## src/sv/mlf_pkg.sv

```systemverilog
// Package for the MAC learning forwarder: item payload types, the
// controller/datapath command and status structs, and fixed constants.
// No dependencies.
`default_nettype none

package mlf_pkg;

  localparam int MAC_W   = 48;
  localparam int PORT_W  = 16;
  localparam int ETYPE_W = 16;
  localparam int ENTRY_W = MAC_W + PORT_W;

  // The I/G bit of a MAC address as it sits in the 48-bit word.
  localparam int GROUP_BIT = 40;

  localparam logic [ETYPE_W-1:0] ETYPE_IPV4   = 16'h0800;
  localparam logic [ETYPE_W-1:0] ETYPE_TUNNEL = 16'hAAAA;

  localparam logic [1:0] ACT_NONE  = 2'd0;
  localparam logic [1:0] ACT_ENCAP = 2'd1;
  localparam logic [1:0] ACT_DECAP = 2'd2;

  typedef struct packed {
    logic [MAC_W-1:0]   src_mac;
    logic [MAC_W-1:0]   dst_mac;
    logic [PORT_W-1:0]  in_port;
    logic [ETYPE_W-1:0] ethertype;
  } mlf_in_t;

  typedef struct packed {
    logic              flood;
    logic [PORT_W-1:0] egress_port;
    logic [1:0]        tunnel_action;
    logic              learn_dropped;
  } mlf_out_t;

  typedef struct packed {
    logic load;
    logic scan;
    logic finish;
  } mlf_cmd_t;

  typedef struct packed {
    logic scan_done;
    logic out_busy;
  } mlf_status_t;

endpackage

`default_nettype wire

```

## src/sv/mlf_ctrl.sv

```systemverilog
// Controller of the MAC learning forwarder: sequences accept, table scan
// and result/learn write. Depends on mlf_pkg.
`default_nettype none

module mlf_ctrl (
  input  wire logic                clk,
  input  wire logic                rst,
  input  wire logic                in_valid,
  output logic                     in_stall,
  input  wire mlf_pkg::mlf_status_t status,
  output mlf_pkg::mlf_cmd_t        cmd
);
  import mlf_pkg::*;

  localparam logic [1:0] S_IDLE = 2'd0;
  localparam logic [1:0] S_SCAN = 2'd1;
  localparam logic [1:0] S_DONE = 2'd2;

  logic [1:0] state;
  logic [1:0] state_next;

  always_comb begin
    state_next = state;
    cmd        = '0;
    in_stall   = 1'b1;
    case (state)
      S_IDLE: begin
        in_stall = 1'b0;
        if (in_valid) begin
          cmd.load   = 1'b1;
          state_next = S_SCAN;
        end
      end
      S_SCAN: begin
        if (status.scan_done) begin
          state_next = S_DONE;
        end else begin
          cmd.scan = 1'b1;
        end
      end
      S_DONE: begin
        if (!status.out_busy) begin
          cmd.finish = 1'b1;
          state_next = S_IDLE;
        end
      end
      default: begin
        state_next = S_IDLE;
      end
    endcase
  end

  always_ff @(posedge clk) begin
    if (rst) begin
      state <= S_IDLE;
    end else begin
      state <= state_next;
    end
  end

endmodule

`default_nettype wire

```

## config.mk

```make
export PLATFORM = sky130hd
export DESIGN_NAME = mlf_ctrl
export DESIGN_NICKNAME = d
export VERILOG_FILES = /design/src/sv/mlf_pkg.sv /design/src/sv/mlf_ctrl.sv
export SDC_FILE = /design/constraint.sdc
export NUM_CORES = 1
export LEC_CHECK = 0
export BUFFER_PORTS_ARGS = -buffer_cell sky130_fd_sc_hd__buf_2
export CORE_AREA = 2 2 39 41
export CTS_CLUSTER_DIAMETER = 40
export DETAILED_ROUTE_END_ITERATION = 7
export DIE_AREA = 0 0 41 43
export GPL_ROUTABILITY_DRIVEN = 1
export GPL_TIMING_DRIVEN = 0
export HOLD_SLACK_MARGIN = 0.02
export PLACE_DENSITY = 0.36
export SLEW_MARGIN = 20
export SYNTH_ARGS = -nofsm -noshare
export SYNTH_HDL_FRONTEND = slang
export SYNTH_SLANG_ARGS = --single-unit
```

## constraint.sdc

```tcl
create_clock -name clk -period 1 [get_ports clk]
set_clock_uncertainty 0.2 [all_clocks]
set_input_delay 0.1 -clock clk [delete_from_list [all_inputs] [get_ports clk]]
set_output_delay 0.1 -clock clk [all_outputs]
set_load 0.005 [all_outputs]
```

Word level (Yosys, flattened, before mapping)
Cells that the tools add are included.
Word-level totals
  bits in registers: 2
  input bits: 5
  output and inout bits: 4
  logic and storage cells: 19
Operators by class
  eq/ne operators: 5
  mux-type cells: 11
  reduce and logical (&&, ||, !) cells: 2
Operator list (count)
  $mux 1: 7
  $mux 2: 3
  $ne 2x2->1 const B: 3
  $pmux 2 s3: 1
  $reduce_and 3->1: 1
  $eq 2x1->1 const B: 1
  $eq 2x2->1 const B: 1
  $logic_not 2->1: 1

Logic depth before layout (Yosys ltp)
  depth after elaboration: 3
  mapped depth: 2
  mapped depth without buffers: 2

Worst setup path after synthesis
No wires, ideal clock.
  kind: register to output
  from: register state[0]
  to: output port cmd[2] (netlist bit)
  arrival time: 0.685 ns
  data required time: 0.700 ns
  setup slack: 0.015 ns
  cell stages (with the launch flop): 3
  path buffers: 0
  cell sequence: dfxtp_1 -> or2_1 -> nor2_1
RTL lines
  start, declared: RTL line mlf_ctrl.sv:19  | logic [1:0] state;
  start signal, assigned: RTL line mlf_ctrl.sv:57  | state <= state_next;
  end, declared: RTL line mlf_ctrl.sv:11  | output mlf_pkg::mlf_cmd_t cmd

==> impl_metrics.yaml <==
sta:
  whs_ps: -41.60
  hold_viol: 2
  max_freq_mhz: 759.9
  grt_setup_unrepaired: "true"
  finalCritPeriodShare_pct: 131.6
  slew_viol_final: 0
  period_needed_ps: 1316
  worst_pin_slew_ps: 177.1
  setup_viol: 6
  worst_slack_ps: -315.9
  slew_headroom_pct: 88.17
yosys:
  ys_seq_area_share_pct: 36.78
  syn-num-nets: 18
  synth_edf_count: 0
  synthDominantCellAreaShare_pct: 36.78
  synthTopCellsByArea: "dfxtp_1 (37%), nand3b_1 (14%), nor3b_1 (14%)"
  postSynthAreaPerCell_um2: 8.373
  synth_warnings: 0
  synthArstFlopShare_pct: 0
  synth_largest_area_cell: "dfxtp_1"
  synth_cell_types: 9
  synth_seq_cells: 2
  synthTopCellsByCount: "dfxtp_1 (2), nand2b_1 (2), nand3b_1 (2), nor3b_1 (2)"
  syn_inst: 13
  ys.flop_type: "dfxtp_1"
  synth_area_um2: 108.9
setup_path:
  critPathKind: "reg -> out"
  path_cells: "or2_1, nor2_1, buf_2"
  cp_slowest_stage_delay_ps: 340
  cp.arrival_ps: 1020
  crit_family: "flip-flops"
  crit_buf_inv: 1
  path_max_fanout: 4
  cp-end-kind: "output port"
  slowest_stage: "dfxtp_4"
  crit_path_start_kind: "register"
  critPathRequiredTime_ps: 700
floorplanning:
  fp.coreArea_mm2: 0.001384
  fp.dieH_um: 43
  initial_core_util_pct: 7.866
  rows: 14
  die_area_mm2: 0.001763
  io_pins: 9
  die_x_um: 41
placed_design:
  place.gp.congestion: 0.5624
  placed_cells: 37
  place_area_um2: 168.9
  io_buffers: 8
global_route:
  grtUsageTotal_pct: 7.007
  grt_pass1_wl_um: 738
  globalRouteOverflowTotal: 0
  antenna_found_initial: 0
  grt_max_degree: 6
  grt_pass1_vias: 187
routing:
  route.detailed.drc: 0
  wl_met1_um: 151
  highest_layer: "met3"
  wl_met3_um: 32
  totalWireLength_um: 448
  met2WireLength_um: 264
  drt_iter0_drc: 2
  vias: 158
  postRouteAntennaNets: 0
  dr.pass1.iters: 3
  vias_per_cell: 3.511
  routedWlPerCell_um: 9.956
layout:
  top_register: "state"
  largest_reg_flops: 2
  post-route-util_pct: 18.90
  seqCellArea_um2: 45.04
  syn_to_final_growth_pct: 140.2
  stdcell_count: 45
  top_regs: "state: 2 flops"
  fin_area_um2: 261.5
  layout.nets: 36
  drive_above_1_share_pct: 68.97
  multiInputGateArea_um2: 87.58
  diodes: 0
  fillers: 157
clock_tree:
  cts_num_sinks: 2
  cts_buffers: 3
  cts_tree: "built"
  htree_levels: 1
  clk-insertion-delay-late_ps: 230
  clk_pin_slew_ps: 30
  cts_root_buffer: "clkbuf_4"
  ctsHoldBuffers: 2
  cts_max_path_buffers: 2
min_path:
  holdCritPathClass: "in -> reg"
status:
  status: "finished with violations"
  violations: "negative hold slack, negative setup slack"
pwr:
  p_int_mw: 0.2632
  switching_share_pct: 25.11
  netSwitchingPower_mw: 0.08822
  ir_drop_mv: 0.4096
  power_frac_comb_pct: 21.4
  pwr-share-clk_pct: 53.2
  p_seq_share_pct: 25.4
  power_density_mw_per_mm2: 1344
  p_leak_nw: 0.1227
flow_run:
  drv_cap: 0
## placed cells by master (no fill, tap or decap)
master / instances
dfxtp_4: 1
clkbuf_4: 3
nor3b_2: 2
or2_1: 1
inv_1: 1
a211oi_2: 1
nor2_1: 1
a21oi_1: 1
nand2b_4: 1
buf_2: 8
buf_4: 3
nand3b_1: 2
dlygate4sd3_1: 2
nand2b_1: 1
dfxtp_2: 1
## routing by layer
metal | global-route usage, % | vias up
li1 | - | 78
met1 | 5.096 | 71
met2 | 12.19 | 9
met3 | 1.571 | 0
met4 | 8.000 | 0
met5 | 0 | -
## final timing paths
path / from / to / slack (ps) / depth (start not counted)
worst min register to register: state[1] / state[0] / 350 / 2
worst min-delay path: in_valid / state[0] / -40 / 3
worst max register to register: state[0] / state[0] / -80 / 3
worst max-delay path: state[0] / cmd[2] / -320 / 3
## layout make-up
| cell class | count | area share [%] |
|---|---|---|
| multi-input cells | 10 | 33.49 |
| flip-flops and latches | 2 | 17.22 |
| clock buffers | 3 | 8.612 |
| repair buffers | 13 | 31.58 |
| well taps | 16 | 7.655 |
| inverters | 1 | 1.435 |
## timing repair
item	CTS	global route
setup buffers	3	0
hold endpoints to repair	2	2
endpoints found under the setup margin	5	6
pin swaps	5	2
gates cloned	0	0
resized for setup	7	0
## worst min-delay path, delay by kind of cell
family	cells	cell delay, ps
AOI/OAI and AO/OA	1	60
buffers and inverters	1	120
and+or+nand+nor	1	60
## through the flow
stage / power (mW) / hold slack [ps] / setup slack, ps / TNS, ps
6_report: 0.3514 / -41.60 / -315.9 / -1214
5_1_grt: 0.3693 / -27.85 / -367.3 / -1426
4_1_cts: 0.3551 / -55.68 / -343.4 / -1175
3_5_place_dp: 0.1355 / 78.45 / -123.1 / -213.8
3_3_place_gp: 0.1335 / 79.13 / -73.72 / -83.87
2_1_floorplan: 0.1110 / -30.93 / 15.05 / 0
## kinds of logic after synthesis
family,after synthesis,synth area share (%)
compound gates,2,11.49
simple gates,8,48.27
flops,2,36.78
buf+inv,1,3.445
## power by group through the flow
stage / clock network (mW) / logic [mW] / registers, mW
6_report: 0.187 / 0.0750 / 0.0894
3_3_place_gp: 0 / 0.0407 / 0.0928
2_1_floorplan: 0 / 0.0196 / 0.0914
4_1_cts: 0.193 / 0.0728 / 0.0892
5_1_grt: 0.195 / 0.0837 / 0.0901
3_5_place_dp: 0 / 0.0423 / 0.0933
Power figures use the tool's default switching activity.
